`src/rtl/kvsp_pkg.sv`:
```
`default_nettype none

package kvsp_pkg;

  localparam int VALUE_BITS_DEF = 32;

  localparam int NUM_NAMES  = 7;
  localparam int NUM_REQ    = 5;
  localparam int NAME_BYTES = 12;

  // name slots, in match priority order
  localparam logic [2:0] K_VERSION  = 3'd0;
  localparam logic [2:0] K_SEQUENCE = 3'd1;
  localparam logic [2:0] K_SHIFT    = 3'd2;
  localparam logic [2:0] K_SYM      = 3'd3;
  localparam logic [2:0] K_FN       = 3'd4;
  localparam logic [2:0] K_CHANGED  = 3'd5;
  localparam logic [2:0] K_REASON   = 3'd6;

  localparam logic [0:NUM_NAMES-1][0:NAME_BYTES-1][7:0] NAME_TEXT = {
    {"version",  40'h0},
    {"sequence", 32'h0},
    {"shift",    56'h0},
    {"sym",      72'h0},
    {"fn",       80'h0},
    {"changed",  "_mask"},
    {"reason",   48'h0}
  };

  localparam logic [0:NUM_NAMES-1][3:0] NAME_LEN = {
    4'd7, 4'd8, 4'd5, 4'd3, 4'd2, 4'd12, 4'd6
  };

  localparam logic [2:0] ERR_NONE      = 3'd0;
  localparam logic [2:0] ERR_MALFORMED = 3'd1;
  localparam logic [2:0] ERR_DUPLICATE = 3'd2;
  localparam logic [2:0] ERR_INVALID   = 3'd3;
  localparam logic [2:0] ERR_MODE      = 3'd4;
  localparam logic [2:0] ERR_MISSING   = 3'd5;
  localparam logic [2:0] ERR_VERSION   = 3'd6;

  localparam logic        REG_SUPPORTED_VERSION   = 1'b0;
  localparam logic [31:0] SUPPORTED_VERSION_RESET = 32'd1;

  typedef enum logic [1:0] {
    PH_GAP   = 2'd0,
    PH_NAME  = 2'd1,
    PH_VALUE = 2'd2
  } phase_t;

  typedef struct packed {
    logic [7:0] char_byte;
    logic       last_char;
  } in_t;

  typedef struct packed {
    logic        ok;
    logic [2:0]  error_code;
    logic [31:0] version_value;
    logic [31:0] sequence_value;
    logic [2:0]  shift_mode;
    logic [2:0]  sym_mode;
    logic [2:0]  fn_mode;
    logic [7:0]  change_bits;
    logic        change_bits_present;
    logic [7:0]  reason_code;
    logic        reason_present;
  } out_t;

  function automatic logic [7:0] name_byte(logic [2:0] k, logic [3:0] idx);
    logic [7:0] b;
    b = 8'h00;
    if (32'(idx) < NAME_BYTES) begin
      b = NAME_TEXT[k][idx];
    end
    return b;
  endfunction

endpackage

`default_nettype wire

```
`src/rtl/key_value_snapshot_parser.sv`:
```
// Streaming parser for a whitespace separated name=value text snapshot. One
// character is taken per item, the final one flagged by last_char; every
// character, including the final one, can be accepted on consecutive cycles.
// A character is held in the input register, and the scan logic updates the
// parse state from it as it leaves; a final character also writes the single
// result item to the output register, raising out_valid. The input side
// stalls only while a final character finds the output register still full.
// supported_version is written over the APB port at byte address 0; the user
// must do so only while the block is idle; the block does not enforce it.
`default_nettype none

module key_value_snapshot_parser #(
  parameter int VALUE_BITS = kvsp_pkg::VALUE_BITS_DEF
) (
  input  wire logic           clk,
  input  wire logic           rst,
  input  wire logic           in_valid,
  output logic                in_ready,
  input  wire kvsp_pkg::in_t  in_data,
  output logic                out_valid,
  input  wire logic           out_ready,
  output kvsp_pkg::out_t      out_data,
  input  wire logic           psel,
  input  wire logic           penable,
  input  wire logic           pwrite,
  input  wire logic [2:0]     paddr,
  input  wire logic [31:0]    pwdata,
  output logic [31:0]         prdata,
  output logic                pready
);

  logic           hold_valid;
  kvsp_pkg::in_t  hold_item;
  logic           advance;
  logic [31:0]    supported_version;
  kvsp_pkg::out_t scan_result;

  assign pready  = 1'b1;
  assign prdata  = (paddr[2] == kvsp_pkg::REG_SUPPORTED_VERSION) ? supported_version : '0;

  assign advance  = hold_valid && (!hold_item.last_char || !out_valid || out_ready);
  assign in_ready = !hold_valid || advance;

  always_ff @(posedge clk) begin
    if (rst) begin
      supported_version <= kvsp_pkg::SUPPORTED_VERSION_RESET;
    end else if (psel && penable && pwrite && pready &&
                 paddr[2] == kvsp_pkg::REG_SUPPORTED_VERSION) begin
      supported_version <= pwdata;
    end
  end

  always_ff @(posedge clk) begin
    if (rst) begin
      hold_valid <= 1'b0;
    end else if (in_valid && in_ready) begin
      hold_valid <= 1'b1;
    end else if (advance) begin
      hold_valid <= 1'b0;
    end
  end

  always_ff @(posedge clk) begin
    if (in_valid && in_ready) begin
      hold_item <= in_data;
    end
  end

  kvsp_scan #(
    .VALUE_BITS(VALUE_BITS)
  ) u_scan (
    .clk               (clk),
    .rst               (rst),
    .step              (advance),
    .item              (hold_item),
    .supported_version (supported_version),
    .result            (scan_result)
  );

  always_ff @(posedge clk) begin
    if (rst) begin
      out_valid <= 1'b0;
    end else if (advance && hold_item.last_char) begin
      out_valid <= 1'b1;
    end else if (out_ready) begin
      out_valid <= 1'b0;
    end
  end

  always_ff @(posedge clk) begin
    if (advance && hold_item.last_char) begin
      out_data <= scan_result;
    end
  end

endmodule

`default_nettype wire

```
`src/rtl/kvsp_scan.sv`:
```
`default_nettype none

module kvsp_scan #(
  parameter int VALUE_BITS = kvsp_pkg::VALUE_BITS_DEF
) (
  input  wire logic           clk,
  input  wire logic           rst,
  input  wire logic           step,
  input  wire kvsp_pkg::in_t  item,
  input  wire logic [31:0]    supported_version,
  output kvsp_pkg::out_t      result
);

  localparam int PW    = VALUE_BITS + 4;
  localparam int CMP_W = (VALUE_BITS > 32) ? VALUE_BITS : 32;
  localparam logic [VALUE_BITS-1:0] MODE_MAX = VALUE_BITS'(4);
  localparam logic [VALUE_BITS-1:0] BYTE_MAX = VALUE_BITS'(255);
  localparam logic [7:0] CH_EQ = 8'h3D;

  kvsp_pkg::phase_t                 phase, upd_phase, phase_next;
  logic [kvsp_pkg::NUM_NAMES-1:0]   cand, upd_cand, cand_next;
  logic [3:0]                       nlen, upd_nlen, nlen_next;
  logic [1:0]                       vlen, upd_vlen, vlen_next;
  logic                             hexm, upd_hexm, hexm_next;
  logic [VALUE_BITS-1:0]            acc, upd_acc, acc_next;
  logic                             inv, upd_inv, inv_next;
  logic [kvsp_pkg::NUM_REQ-1:0]     seen, upd_seen, seen_next;
  logic [VALUE_BITS-1:0]            sver, upd_sver, sver_next;
  logic [VALUE_BITS-1:0]            sseq, upd_sseq, sseq_next;
  logic [2:0][2:0]                  smode, upd_smode, smode_next;
  logic [8:0]                       schg, upd_schg, schg_next;
  logic [8:0]                       srsn, upd_srsn, srsn_next;
  logic [2:0]                       err, upd_err, err_next;

  always_comb begin
    logic       space;
    logic       do_finish;
    logic       valid;
    logic       found;
    logic [2:0] kk;
    logic       dig_ok;
    logic [3:0] dval;
    logic [PW-1:0] prod;
    logic [7:0] c;

    c         = item.char_byte;
    space     = c inside {8'h20, [8'h09:8'h0D]};
    do_finish = 1'b0;
    found     = 1'b0;
    kk        = '0;
    valid     = 1'b0;
    dig_ok    = 1'b0;
    dval      = '0;
    prod      = '0;

    upd_phase = phase;
    upd_cand  = cand;
    upd_nlen  = nlen;
    upd_vlen  = vlen;
    upd_hexm  = hexm;
    upd_acc   = acc;
    upd_inv   = inv;
    upd_seen  = seen;
    upd_sver  = sver;
    upd_sseq  = sseq;
    upd_smode = smode;
    upd_schg  = schg;
    upd_srsn  = srsn;
    upd_err   = err;

    if (step && err == kvsp_pkg::ERR_NONE) begin
      if (upd_phase == kvsp_pkg::PH_GAP && !space) begin
        upd_phase = kvsp_pkg::PH_NAME;
        upd_cand  = '1;
        upd_nlen  = '0;
      end
      if (upd_phase == kvsp_pkg::PH_NAME && !space && c != CH_EQ) begin
        for (int k = 0; k < kvsp_pkg::NUM_NAMES; k++) begin
          if (upd_cand[k] && (upd_nlen >= kvsp_pkg::NAME_LEN[k] ||
              kvsp_pkg::name_byte(3'(k), upd_nlen) != c)) begin
            upd_cand[k] = 1'b0;
          end
        end
        if (upd_nlen != 4'd15) begin
          upd_nlen = upd_nlen + 4'd1;
        end
      end else if (upd_phase == kvsp_pkg::PH_NAME && space) begin
        upd_err = kvsp_pkg::ERR_MALFORMED;
      end else if (upd_phase == kvsp_pkg::PH_NAME) begin
        if (upd_nlen == 4'd0) begin
          upd_err = kvsp_pkg::ERR_MALFORMED;
        end else begin
          for (int k = 0; k < kvsp_pkg::NUM_NAMES; k++) begin
            if (kvsp_pkg::NAME_LEN[k] != upd_nlen) begin
              upd_cand[k] = 1'b0;
            end
          end
          upd_phase = kvsp_pkg::PH_VALUE;
          upd_vlen  = '0;
          upd_hexm  = 1'b0;
          upd_acc   = '0;
          upd_inv   = 1'b0;
        end
      end else if (upd_phase == kvsp_pkg::PH_VALUE) begin
        if (space) begin
          do_finish = 1'b1;
          upd_phase = kvsp_pkg::PH_GAP;
        end else begin
          if (c inside {["0":"9"]}) begin
            dig_ok = 1'b1;
            dval   = 4'(c - "0");
          end else if (c inside {["a":"f"]}) begin
            dig_ok = upd_hexm;
            dval   = 4'(c - "a" + 8'd10);
          end else if (c inside {["A":"F"]}) begin
            dig_ok = upd_hexm;
            dval   = 4'(c - "A" + 8'd10);
          end
          if (upd_vlen == 2'd1 && !upd_hexm && !upd_inv && upd_acc == '0 &&
              (c == "x" || c == "X")) begin
            upd_hexm = 1'b1;
          end else if (!dig_ok) begin
            upd_inv = 1'b1;
          end else begin
            prod = upd_hexm ? {upd_acc, 4'h0}
                            : ({1'b0, upd_acc, 3'h0} + {3'h0, upd_acc, 1'b0});
            prod = prod + PW'(dval);
            if (prod[PW-1:VALUE_BITS] != '0) begin
              upd_inv = 1'b1;
            end else begin
              upd_acc = prod[VALUE_BITS-1:0];
            end
          end
          if (upd_vlen != 2'd3) begin
            upd_vlen = upd_vlen + 2'd1;
          end
        end
      end
    end

    // close a pending token at end of text
    if (step && item.last_char && upd_err == kvsp_pkg::ERR_NONE) begin
      if (upd_phase == kvsp_pkg::PH_NAME) begin
        upd_err = kvsp_pkg::ERR_MALFORMED;
      end else if (upd_phase == kvsp_pkg::PH_VALUE) begin
        do_finish = 1'b1;
      end
    end

    if (do_finish) begin
      valid = !upd_inv && upd_vlen != 2'd0 && !(upd_hexm && upd_vlen == 2'd2);
      for (int k = 0; k < kvsp_pkg::NUM_NAMES; k++) begin
        if (upd_cand[k] && !found) begin
          found = 1'b1;
          kk    = 3'(k);
        end
      end
      if (found) begin
        if (kk < 3'(kvsp_pkg::NUM_REQ)) begin
          if (upd_seen[kk]) begin
            upd_err = kvsp_pkg::ERR_DUPLICATE;
          end else if (!valid) begin
            upd_err = kvsp_pkg::ERR_INVALID;
          end else begin
            upd_seen[kk] = 1'b1;
            case (kk)
              kvsp_pkg::K_VERSION:  upd_sver = upd_acc;
              kvsp_pkg::K_SEQUENCE: upd_sseq = upd_acc;
              default: begin
                if (upd_acc > MODE_MAX) begin
                  upd_err = kvsp_pkg::ERR_MODE;
                end else begin
                  case (kk)
                    kvsp_pkg::K_SHIFT: upd_smode[0] = upd_acc[2:0];
                    kvsp_pkg::K_SYM:   upd_smode[1] = upd_acc[2:0];
                    default:           upd_smode[2] = upd_acc[2:0];
                  endcase
                end
              end
            endcase
          end
        end else begin
          if (!valid || upd_acc > BYTE_MAX) begin
            upd_err = kvsp_pkg::ERR_INVALID;
          end else if (kk == kvsp_pkg::K_CHANGED) begin
            upd_schg = {1'b1, upd_acc[7:0]};
          end else begin
            upd_srsn = {1'b1, upd_acc[7:0]};
          end
        end
      end
    end

    if (step && item.last_char && upd_err == kvsp_pkg::ERR_NONE) begin
      if (upd_seen != '1) begin
        upd_err = kvsp_pkg::ERR_MISSING;
      end else if (CMP_W'(upd_sver) != CMP_W'(supported_version)) begin
        upd_err = kvsp_pkg::ERR_VERSION;
      end
    end
  end

  // back to a clean parse after the final character
  always_comb begin
    if (step && item.last_char) begin
      phase_next = kvsp_pkg::PH_GAP;
      cand_next  = '1;
      nlen_next  = '0;
      vlen_next  = '0;
      hexm_next  = 1'b0;
      acc_next   = '0;
      inv_next   = 1'b0;
      seen_next  = '0;
      sver_next  = '0;
      sseq_next  = '0;
      smode_next = '0;
      schg_next  = '0;
      srsn_next  = '0;
      err_next   = kvsp_pkg::ERR_NONE;
    end else begin
      phase_next = upd_phase;
      cand_next  = upd_cand;
      nlen_next  = upd_nlen;
      vlen_next  = upd_vlen;
      hexm_next  = upd_hexm;
      acc_next   = upd_acc;
      inv_next   = upd_inv;
      seen_next  = upd_seen;
      sver_next  = upd_sver;
      sseq_next  = upd_sseq;
      smode_next = upd_smode;
      schg_next  = upd_schg;
      srsn_next  = upd_srsn;
      err_next   = upd_err;
    end
  end

  always_comb begin
    result            = '0;
    result.error_code = upd_err;
    if (upd_err == kvsp_pkg::ERR_NONE) begin
      result.ok                  = 1'b1;
      result.version_value       = 32'(upd_sver);
      result.sequence_value      = 32'(upd_sseq);
      result.shift_mode          = upd_smode[0];
      result.sym_mode            = upd_smode[1];
      result.fn_mode             = upd_smode[2];
      result.change_bits         = upd_schg[7:0];
      result.change_bits_present = upd_schg[8];
      result.reason_code         = upd_srsn[7:0];
      result.reason_present      = upd_srsn[8];
    end
  end

  always_ff @(posedge clk) begin
    if (rst) begin
      phase <= kvsp_pkg::PH_GAP;
      cand  <= '1;
      nlen  <= '0;
      vlen  <= '0;
      hexm  <= 1'b0;
      acc   <= '0;
      inv   <= 1'b0;
      seen  <= '0;
      sver  <= '0;
      sseq  <= '0;
      smode <= '0;
      schg  <= '0;
      srsn  <= '0;
      err   <= kvsp_pkg::ERR_NONE;
    end else begin
      phase <= phase_next;
      cand  <= cand_next;
      nlen  <= nlen_next;
      vlen  <= vlen_next;
      hexm  <= hexm_next;
      acc   <= acc_next;
      inv   <= inv_next;
      seen  <= seen_next;
      sver  <= sver_next;
      sseq  <= sseq_next;
      smode <= smode_next;
      schg  <= schg_next;
      srsn  <= srsn_next;
      err   <= err_next;
    end
  end

endmodule

`default_nettype wire
```
`config.mk`:
```
export PLATFORM = sky130hd
export DESIGN_NAME = key_value_snapshot_parser
export DESIGN_NICKNAME = d
export VERILOG_FILES = /design/src/rtl/kvsp_pkg.sv /design/src/rtl/key_value_snapshot_parser.sv /design/src/rtl/kvsp_scan.sv
export SDC_FILE = /design/constraint.sdc
export NUM_CORES = 1
export LEC_CHECK = 0
export ABC_AREA = 0
export CORE_UTILIZATION = 47
export CTS_BUF_LIST = sky130_fd_sc_hd__clkbuf_8 sky130_fd_sc_hd__clkbuf_16
export DETAILED_ROUTE_END_ITERATION = 10
export DONT_BUFFER_PORTS = 1
export GPL_TIMING_DRIVEN = 0
export PLACE_DENSITY_LB_ADDON = 0.15
export SLEW_MARGIN = 10
export SYNTH_ARGS = -nofsm -noshare
export SYNTH_HDL_FRONTEND = slang
export SYNTH_HIERARCHICAL = 1
export SYNTH_SLANG_ARGS = --single-unit
```
`constraint.sdc`:
```
create_clock -name clk -period 10.1 [get_ports clk]
set_input_delay 0.505 -clock clk [delete_from_list [all_inputs] [get_ports clk]]
set_output_delay 0.505 -clock clk [all_outputs]
set_load 0.01 [all_outputs]
```
==> results of run 1 <==
## worst max-delay path, delay by kind of cell (launching register included)
kind / cells / cell delay (ps)
AND/OR/NAND/NOR: 11 / 3300
AO/OA/AOI/OAI: 9 / 2720
buffers and inverters: 9 / 2140
adder cells (fa/ha/maj): 3 / 830
flip-flops: 1 / 430
## area by class of cell
cell class | instances | area, µm² | share of cell area, %
Tap cell | 504 | 631 | 3.23
Inverter | 51 | 191 | 0.980
Clock inverter | 24 | 228 | 1.17
Sequential cell | 286 | 6770 | 34.6
Antenna cell | 1 | 2.50 | 0.0128
Timing Repair Buffer | 4 | 67.6 | 0.346
Buffer | 124 | 666 | 3.41
Clock buffer | 32 | 790 | 4.04
Multi-Input combinational cell | 1614 | 10200 | 52.2
## cell usage in the layout (no fill, tap or decap), types with 36 or more instances in the layout
| master | netlist | routed |
|---|---|---|
| sky130_fd_sc_hd__inv_1 | 49 | 54 |
| sky130_fd_sc_hd__nand2_1 | 134 | 134 |
| sky130_fd_sc_hd__nor4_1 | 36 | 36 |
| sky130_fd_sc_hd__dfxtp_1 | 182 | 182 |
| sky130_fd_sc_hd__xnor2_1 | 57 | 57 |
| sky130_fd_sc_hd__nand2b_1 | 80 | 80 |
| sky130_fd_sc_hd__nor2_1 | 337 | 336 |
| sky130_fd_sc_hd__ha_1 | 48 | 48 |
| sky130_fd_sc_hd__nor2b_1 | 60 | 60 |
| sky130_fd_sc_hd__a21oi_1 | 148 | 148 |
| sky130_fd_sc_hd__o21ai_0 | 71 | 71 |
| sky130_fd_sc_hd__mux2i_1 | 97 | 96 |
| sky130_fd_sc_hd__clkbuf_1 | 78 | 76 |
| sky130_fd_sc_hd__nand3_1 | 36 | 36 |
| sky130_fd_sc_hd__nor3_1 | 46 | 46 |
| sky130_fd_sc_hd__edfxtp_1 | 104 | 104 |
## where the power goes
group          internal [mW]  switching, mW
Sequential              1.20         0.0168
Clock                  0.666          0.482
Combinational         0.0538          0.114
## state kept, by name, summed over array words and instances (netlist names), 32 cells and up
| name | flops |
|---|---|
| out_data | 95 |
| supported_version | 32 |
| u_scan/acc | 32 |
| u_scan/sseq | 32 |
| u_scan/sver | 32 |
## through the flow
step           std cells  util (%)  cell area, µm²  setup TNS (ps)  hold slack, ps
4_1_cts             2639      52.8           19500               0            2.00
3_5_place_dp        2583      50.1           18500               0             461
3_3_place_gp        2579      49.8           18400          -15140             452
2_1_floorplan       2075         -           17800               0             441
5_1_grt             2640      52.9           19500               0            8.07
6_report            2640      52.9           19500               0            24.9
## worst paths after layout
| kind | start | endpoint | slack (ps) | cells after the start |
|---|---|---|---|---|
| setup reg to reg | hold_item[2] | out_data[82] | 490 | 32 |
| hold reg to reg | u_scan/srsn[8] | u_scan/srsn[8] | 470 | 2 |
| hold / removal | in_data[0] | hold_item[0] | 20 | 0 |
| setup / recovery | hold_item[2] | out_data[82] | 490 | 32 |
## cell families after synthesis
| logic type | count (synthesis) | share of synthesized area [%] |
|---|---|---|
| simple gates | 891 | 24.9 |
| compound gates | 478 | 18.3 |
| flops | 286 | 38.1 |
| buf+inv | 175 | 4.80 |
| mux | 106 | 6.05 |
| xor+xnor | 88 | 4.33 |
| fa+ha+maj | 50 | 3.60 |
| other cells | 1 | 0.0211 |
## metal layers
layer	share of wire (%)	routed length (µm)	track usage, %
met1	45	28500	45.4
met2	44	27500	49.7
met3	7.5	4710	4.83
met4	3.4	2150	10.8
met5	0	0	0
==> out/results.env, run 1 <==
SYNTH-MAIN-FF-CELL='sky130_fd_sc_hd__dfxtp_1'
FINAL_LAYOUT_SIZE_SUFFIX_GT1_SHARE_PCT=7.59
GRTUSAGETOTAL_PCT=32.0
FP.DIEH_UM=197
CRIT_SLOWEST_CELL='sky130_fd_sc_hd__or4b_1'
POSTCTSSETUPREPAIRBUFS=0
POWER_DENSITY_mW_PER_MM2=130
FLOORPLAN.DIE_AREA_MM2=0.0386
SYNTH_SEQ_AREA_SHARE_PCT=38.1
CTS_TREE='built'
CTS.SINK_COUNT=286
CTSRESIZECOUNT=2
POSTROUTEANTENNANETS=0
WIRE_PER_INST_UM=23.8
MAXSLEWHEADROOM_PCT=11.1
CTS-BUFFERS-INSERTED=30
ANTENNA_VIOLATIONS_BEFORE_REPAIR=1
WORST_HOLD_PATH_TYPE='in2reg'
DESIGN.CORE.AREA_MM2=0.0370
WORST-PATH-MAX-FANOUT=10
HTREE_LEVELS=1
CLOCK_PIN_SLEW_ON_THE_WORST_SETUP_AND_HOLD_PATHS_PS=60
SYNTH.YOSYS.WARNINGS=6
DETAILEDPLACE.WORSTSLACK_PS=14.4
INITIAL_UTILIZATION_PCT=48.1
FINALHOLDVIOLCOUNT=0
SYNTH_TOP_AREA_SHARE_PCT=20.5
SYNTHDOMINANTAREACELLTYPE='sky130_fd_sc_hd__dfxtp_1'
STATUS='finished, final reports clean'
FINALSETUPVIOLATIONS=0
POST-DP-HPWL_UM=47400
FINAL_MAX_SLEW_VIOL_COUNT=0
DIE_WIDTH_UM=197
SYNTH.LIB_CELLS_USED.DISTINCT=105
ROUTE.DETAILED.DRC=0
SETUP_REPAIR_AFTER_GLOBAL_ROUTING_MISSED_ITS_MARGIN='no'
WORST_SLEW_PIN_SLEW_PS=1300
POWER.STATIC_LEAKAGE_nW=7.30
TOTAL_POWER_mW=2.54
SYNTH.AVG_CELL_AREA_UM2=8.57
CLOCK-ROOT-BUFFER='sky130_fd_sc_hd__clkbuf_16'
WORST_PATH_LARGEST_CELL_DELAY_PS=620
TIMING.SETUP.CRITICAL_PATH_CLASS='reg2reg'
SYNTH-EDFF-COUNT=104
DR.FIRST_ITER.DRC_COUNT=1546
CLOCK_LATENCY_PS=580
FINISH.NET_COUNT=2212
FP-ROW-COUNT=70
MIN_PERIOD_OVER_PERIOD_PCT=95.2
SYN_AREA_MM2=0.0178
FIN_WORST_SKEW_PS=14.8
TIMING.FMAX_MHz=104
GRT.OVERFLOW.TOTAL=0
POST_DRT_VIA_CELL_RATIO=6.16
CRITICAL_PATH_ARRIVAL_PS=10010
ROUTE.FINAL.WIRE_LENGTH_UM=62900
POST-ROUTE-MIN-PERIOD_PS=9610
CLK_PATH_BUF_DEPTH=3
SYN_NETS=2176
FINAL.FILL_COUNT=3551
TIMING.FINAL.WS_SETUP_PS=489
DRT_PRE_ANTENNA_ITERS=6
BUFFER_PORTS.INSERTED=0
DR_TOTAL_VIAS=16300
GPL.FINAL_WEIGHTED_CONGESTION=0.950
ELEMENT_TYPE_AT_THE_CRITICAL_PATH_END='flip-flop'
SYNTH.MOST_COMMON_CELL='sky130_fd_sc_hd__nor2_1'
SYNTHESIS.INSTANCES=2075
NETLIST_TOP_CELLS_AREA='sky130_fd_sc_hd__dfxtp_1, sky130_fd_sc_hd__edfxtp_1, sky130_fd_sc_hd__nor2_1, sky130_fd_sc_hd__mux2i_1, sky130_fd_sc_hd__a21oi_1'
FIRST_PASS_GRT_WIRE_LENGTH_UM=95200
CP_DATA_REQUIRED_TIME_PS=10500
SYNTH_SEQ_CELLS=286
POSTCTSHOLDBUFS=0
NUM_IO_PINS=181
CAP_VIOL_MAX_COUNT=0
SETUP.WORST_PATH.START_CLASS='flip-flop'
ASYNC_RESET_FF_SHARE_PCT=0
YOSYS-TOP-CELLS-COUNT='sky130_fd_sc_hd__nor2_1, sky130_fd_sc_hd__dfxtp_1, sky130_fd_sc_hd__a21oi_1'
PIN_COUNT_OF_THE_BIGGEST_NET_ENTERING_GLOBAL_ROUTING=35
GRT_PASS1_VIAS=15500
IR_DROP_mV=0.125
AREAGROWTHSYNTHTOFINISH_PCT=9.86
(Power assumes the default switching activity.)
==> run 2: changes to the inputs <==
Settings changed: ABC_AREA 0 to 1.
==> out/results.env, run 2 <==
POST-ROUTE-MIN-PERIOD_PS=8440  # -1170 ps
SYNTHDOMINANTAREACELLTYPE='sky130_fd_sc_hd__dfxtp_1'
FP.DIEH_UM=205  # +4.5%
FINALSETUPVIOLATIONS=0  # unchanged
GRT.OVERFLOW.TOTAL=0  # unchanged
SETUP.WORST_PATH.START_CLASS='flip-flop'
AREAGROWTHSYNTHTOFINISH_PCT=9.19
SYNTH.YOSYS.WARNINGS=6  # unchanged
FINAL_MAX_SLEW_VIOL_COUNT=0  # unchanged
WORST_SLEW_PIN_SLEW_PS=1050  # -246 ps
CLOCK-ROOT-BUFFER='sky130_fd_sc_hd__clkbuf_16'
ANTENNA-DIODE-COUNT=0  # -1
DESIGN.CORE.AREA_MM2=0.0408  # +10%
SYNTH_SEQ_CELLS=286  # unchanged
POSTCTSSETUPREPAIRBUFS=0  # unchanged
FINAL_LAYOUT_SIZE_SUFFIX_GT1_SHARE_PCT=10.8  # +3.2 points
SYN_AREA_MM2=0.0194  # +9.2%
FIN_WORST_SKEW_PS=35.5  # +20.6 ps
NETLIST_TOP_CELLS_AREA='sky130_fd_sc_hd__dfxtp_1, sky130_fd_sc_hd__edfxtp_1, sky130_fd_sc_hd__nand2_1, sky130_fd_sc_hd__inv_1, sky130_fd_sc_hd__nor2_1'
ROUTE.DETAILED.DRC=0  # unchanged
DRT_PRE_ANTENNA_ITERS=6  # unchanged
SYNTH.LIB_CELLS_USED.DISTINCT=66  # -37%
NUM_IO_PINS=181  # unchanged
CTS-BUFFERS-INSERTED=34  # +13%
FLOORPLAN.DIE_AREA_MM2=0.0422  # +9.2%
MIN_PERIOD_OVER_PERIOD_PCT=83.6  # -12 points
POSTROUTEANTENNANETS=0  # unchanged
CLK_PATH_BUF_DEPTH=3  # unchanged
FINALHOLDVIOLCOUNT=0  # unchanged
TIMING.SETUP.CRITICAL_PATH_CLASS='reg2reg'
PLACE.DETAILED.INSTANCES=3379  # +31%
DR.FIRST_ITER.DRC_COUNT=1509  # -2.4%
FINALINSTANCEAREA_MM2=0.0212  # +8.6%
FP-ROW-COUNT=74  # +5.7%
POST_DRT_VIA_CELL_RATIO=5.30  # -14%
DIE_WIDTH_UM=205  # +4.5%
POST-DP-HPWL_UM=51400  # +8.6%
CRITICAL_PATH_ARRIVAL_PS=8750  # -1260 ps
TIMING.FMAX_MHz=118  # +14%
POWER_DENSITY_mW_PER_MM2=125  # -4.0%
FIN_SETUP_TNS_PS=0  # unchanged
FINALHOLDWORSTSLACK_PS=40.7  # +15.8 ps
CAP_VIOL_MAX_COUNT=0  # unchanged
IR_DROP_mV=0.115  # -8.1%
GRT_PASS1_VIAS=16700  # +8.1%
MOST_COMMON_CELL_AFTER_LAYOUT_FILL_AND_TAPS_ASIDE='sky130_fd_sc_hd__nand2_1'
ASYNC_RESET_FF_SHARE_PCT=0  # unchanged
POWER.STATIC_LEAKAGE_nW=9.77  # +34%
MAXSLEWHEADROOM_PCT=29.2  # +18 points
SYN_NETS=2947  # +35%
CTSRESIZECOUNT=0  # -2
GRTUSAGETOTAL_PCT=30.0  # -2.0 points
ROUTE.FINAL.WIRE_LENGTH_UM=64000  # +1.7%
SYNTH-MAIN-FF-CELL='sky130_fd_sc_hd__dfxtp_1'
WORST_HOLD_PATH_TYPE='in2reg'
WORST-PATH-MAX-FANOUT=10  # unchanged
YOSYS-TOP-CELLS-COUNT='sky130_fd_sc_hd__nand2_1, sky130_fd_sc_hd__inv_1, sky130_fd_sc_hd__nor2_1'
LARGEST_REGISTER='out_data'
MOSTFREQUENTLAYOUTCELLS='sky130_fd_sc_hd__nand2_1, sky130_fd_sc_hd__inv_1, sky130_fd_sc_hd__nor2_1, sky130_fd_sc_hd__nand3_1, sky130_fd_sc_hd__dfxtp_1'
FINISH.NET_COUNT=2984  # +35%
DR_TOTAL_VIAS=18200  # +12%
POSTCTSHOLDBUFS=0  # unchanged
SYNTH-EDFF-COUNT=104  # unchanged
SYNTH.MOST_COMMON_CELL='sky130_fd_sc_hd__nand2_1'
GPL.FINAL_WEIGHTED_CONGESTION=0.977  # +2.8%
CLOCK_PIN_SLEW_ON_THE_WORST_SETUP_AND_HOLD_PATHS_PS=60  # about the same
DP_AREA_MM2=0.0201  # +8.8%
PIN_COUNT_OF_THE_BIGGEST_NET_ENTERING_GLOBAL_ROUTING=73  # +110%
SYNTH_TOP_AREA_SHARE_PCT=18.8  # -1.7 points
SYNTHESIS.INSTANCES=2846  # +37%
SYNTH_SEQ_AREA_SHARE_PCT=34.8  # -3.2 points
LARGEST_REGISTER_FFS=95  # unchanged
CRIT_SLOWEST_CELL='sky130_fd_sc_hd__clkinv_1'
CP_COMMON_CELL='sky130_fd_sc_hd__nand2_1'
CTS.SINK_COUNT=286  # unchanged
INITIAL_UTILIZATION_PCT=47.6  # -0.53 points
LAYOUTNONFILLERINSTCOUNT=3440  # +30%
WORST_PATH_LARGEST_CELL_DELAY_PS=470  # -150 ps
WIRE_PER_INST_UM=18.6  # -22%
SETUP_REPAIR_AFTER_GLOBAL_ROUTING_MISSED_ITS_MARGIN='no'
ANTENNA_VIOLATIONS_BEFORE_REPAIR=1  # unchanged
STATUS='finished, final reports clean'
HTREE_LEVELS=2  # +1
SYNTH.AVG_CELL_AREA_UM2=6.83  # -20%
FIRST_PASS_GRT_WIRE_LENGTH_UM=96200  # +1.1%
CLOCK_LATENCY_PS=530  # -50 ps
CTS_TREE='built'
BUFFER_PORTS.INSERTED=0  # unchanged
ELEMENT_TYPE_AT_THE_CRITICAL_PATH_END='flip-flop'
CP_DATA_REQUIRED_TIME_PS=10400  # -100 ps
-- run 2: layout make-up --
type,count,area [µm²]
Fill cell,4054,19600
Clock buffer,39,953
Multi-Input combinational cell,1980,10200
Clock inverter,22,136
Inverter,469,1760
Timing Repair Buffer,1,27.5
Tap cell,532,666
Buffer,111,736
Sequential cell,286,6770
-- run 2: routing by layer --
metal,up-vias,GRT usage (%),share of wire (%)
li1,9092,-,-
met1,8410,41.6,46
met2,618,47.8,45
met3,103,5.00,7.1
met4,2,8.47,2.6
met5,-,0,0.020
-- run 2: final timing paths --
path	from	to	slack, ps	cells past startpoint
max reg2reg	hold_item[1]	out_data[53]	1660	44
min	rst	hold_valid	40	1
max	hold_item[1]	out_data[53]	1660	44
min reg2reg	u_scan/schg[8]	u_scan/schg[8]	470	2
-- run 2: power by group --
group / internal [mW] / leakage [nW] / total (mW) / switching (mW)
Sequential: 1.21 / 2.46 / 1.23 / 0.0204
Combinational: 0.0650 / 6.75 / 0.225 / 0.160
Clock: 0.701 / 0.562 / 1.19 / 0.486
-- run 2: critical path: cells and delay by family (launching register included) --
kind | cells | cell delay (ps)
simple gates | 29 | 3600
compound gates | 4 | 1020
buf+inv | 8 | 2030
flops | 1 | 380
fa+ha+maj | 3 | 1130
-- run 2: logic make-up (layout without fill, tap and decap cells) --
group	after synthesis	count (layout)	synth area share (%)
and+or+nand+nor	1701	1701	40.7
DFF	286	286	34.8
other	1	1	0.0193
AOI/OAI and AO/OA	155	155	4.80
muxes	38	38	1.96
adders and majority gates	50	50	3.30
buffers and inverters	580	642	12.8
xor gates and xnor gates	35	35	1.58
-- run 2: per-stage QoR --
| stage | setup WS (ps) | power, mW | util, % |
|---|---|---|---|
| after floorplan | 4130 | 1.42 | - |
| after global placement | 1860 | 1.48 | 49.2 |
| after detailed placement | 1870 | 1.48 | 49.3 |
| after CTS | 1820 | 2.66 | 51.9 |
| after global routing | 1060 | 2.73 | 51.9 |
| final | 1660 | 2.64 | 51.9 |
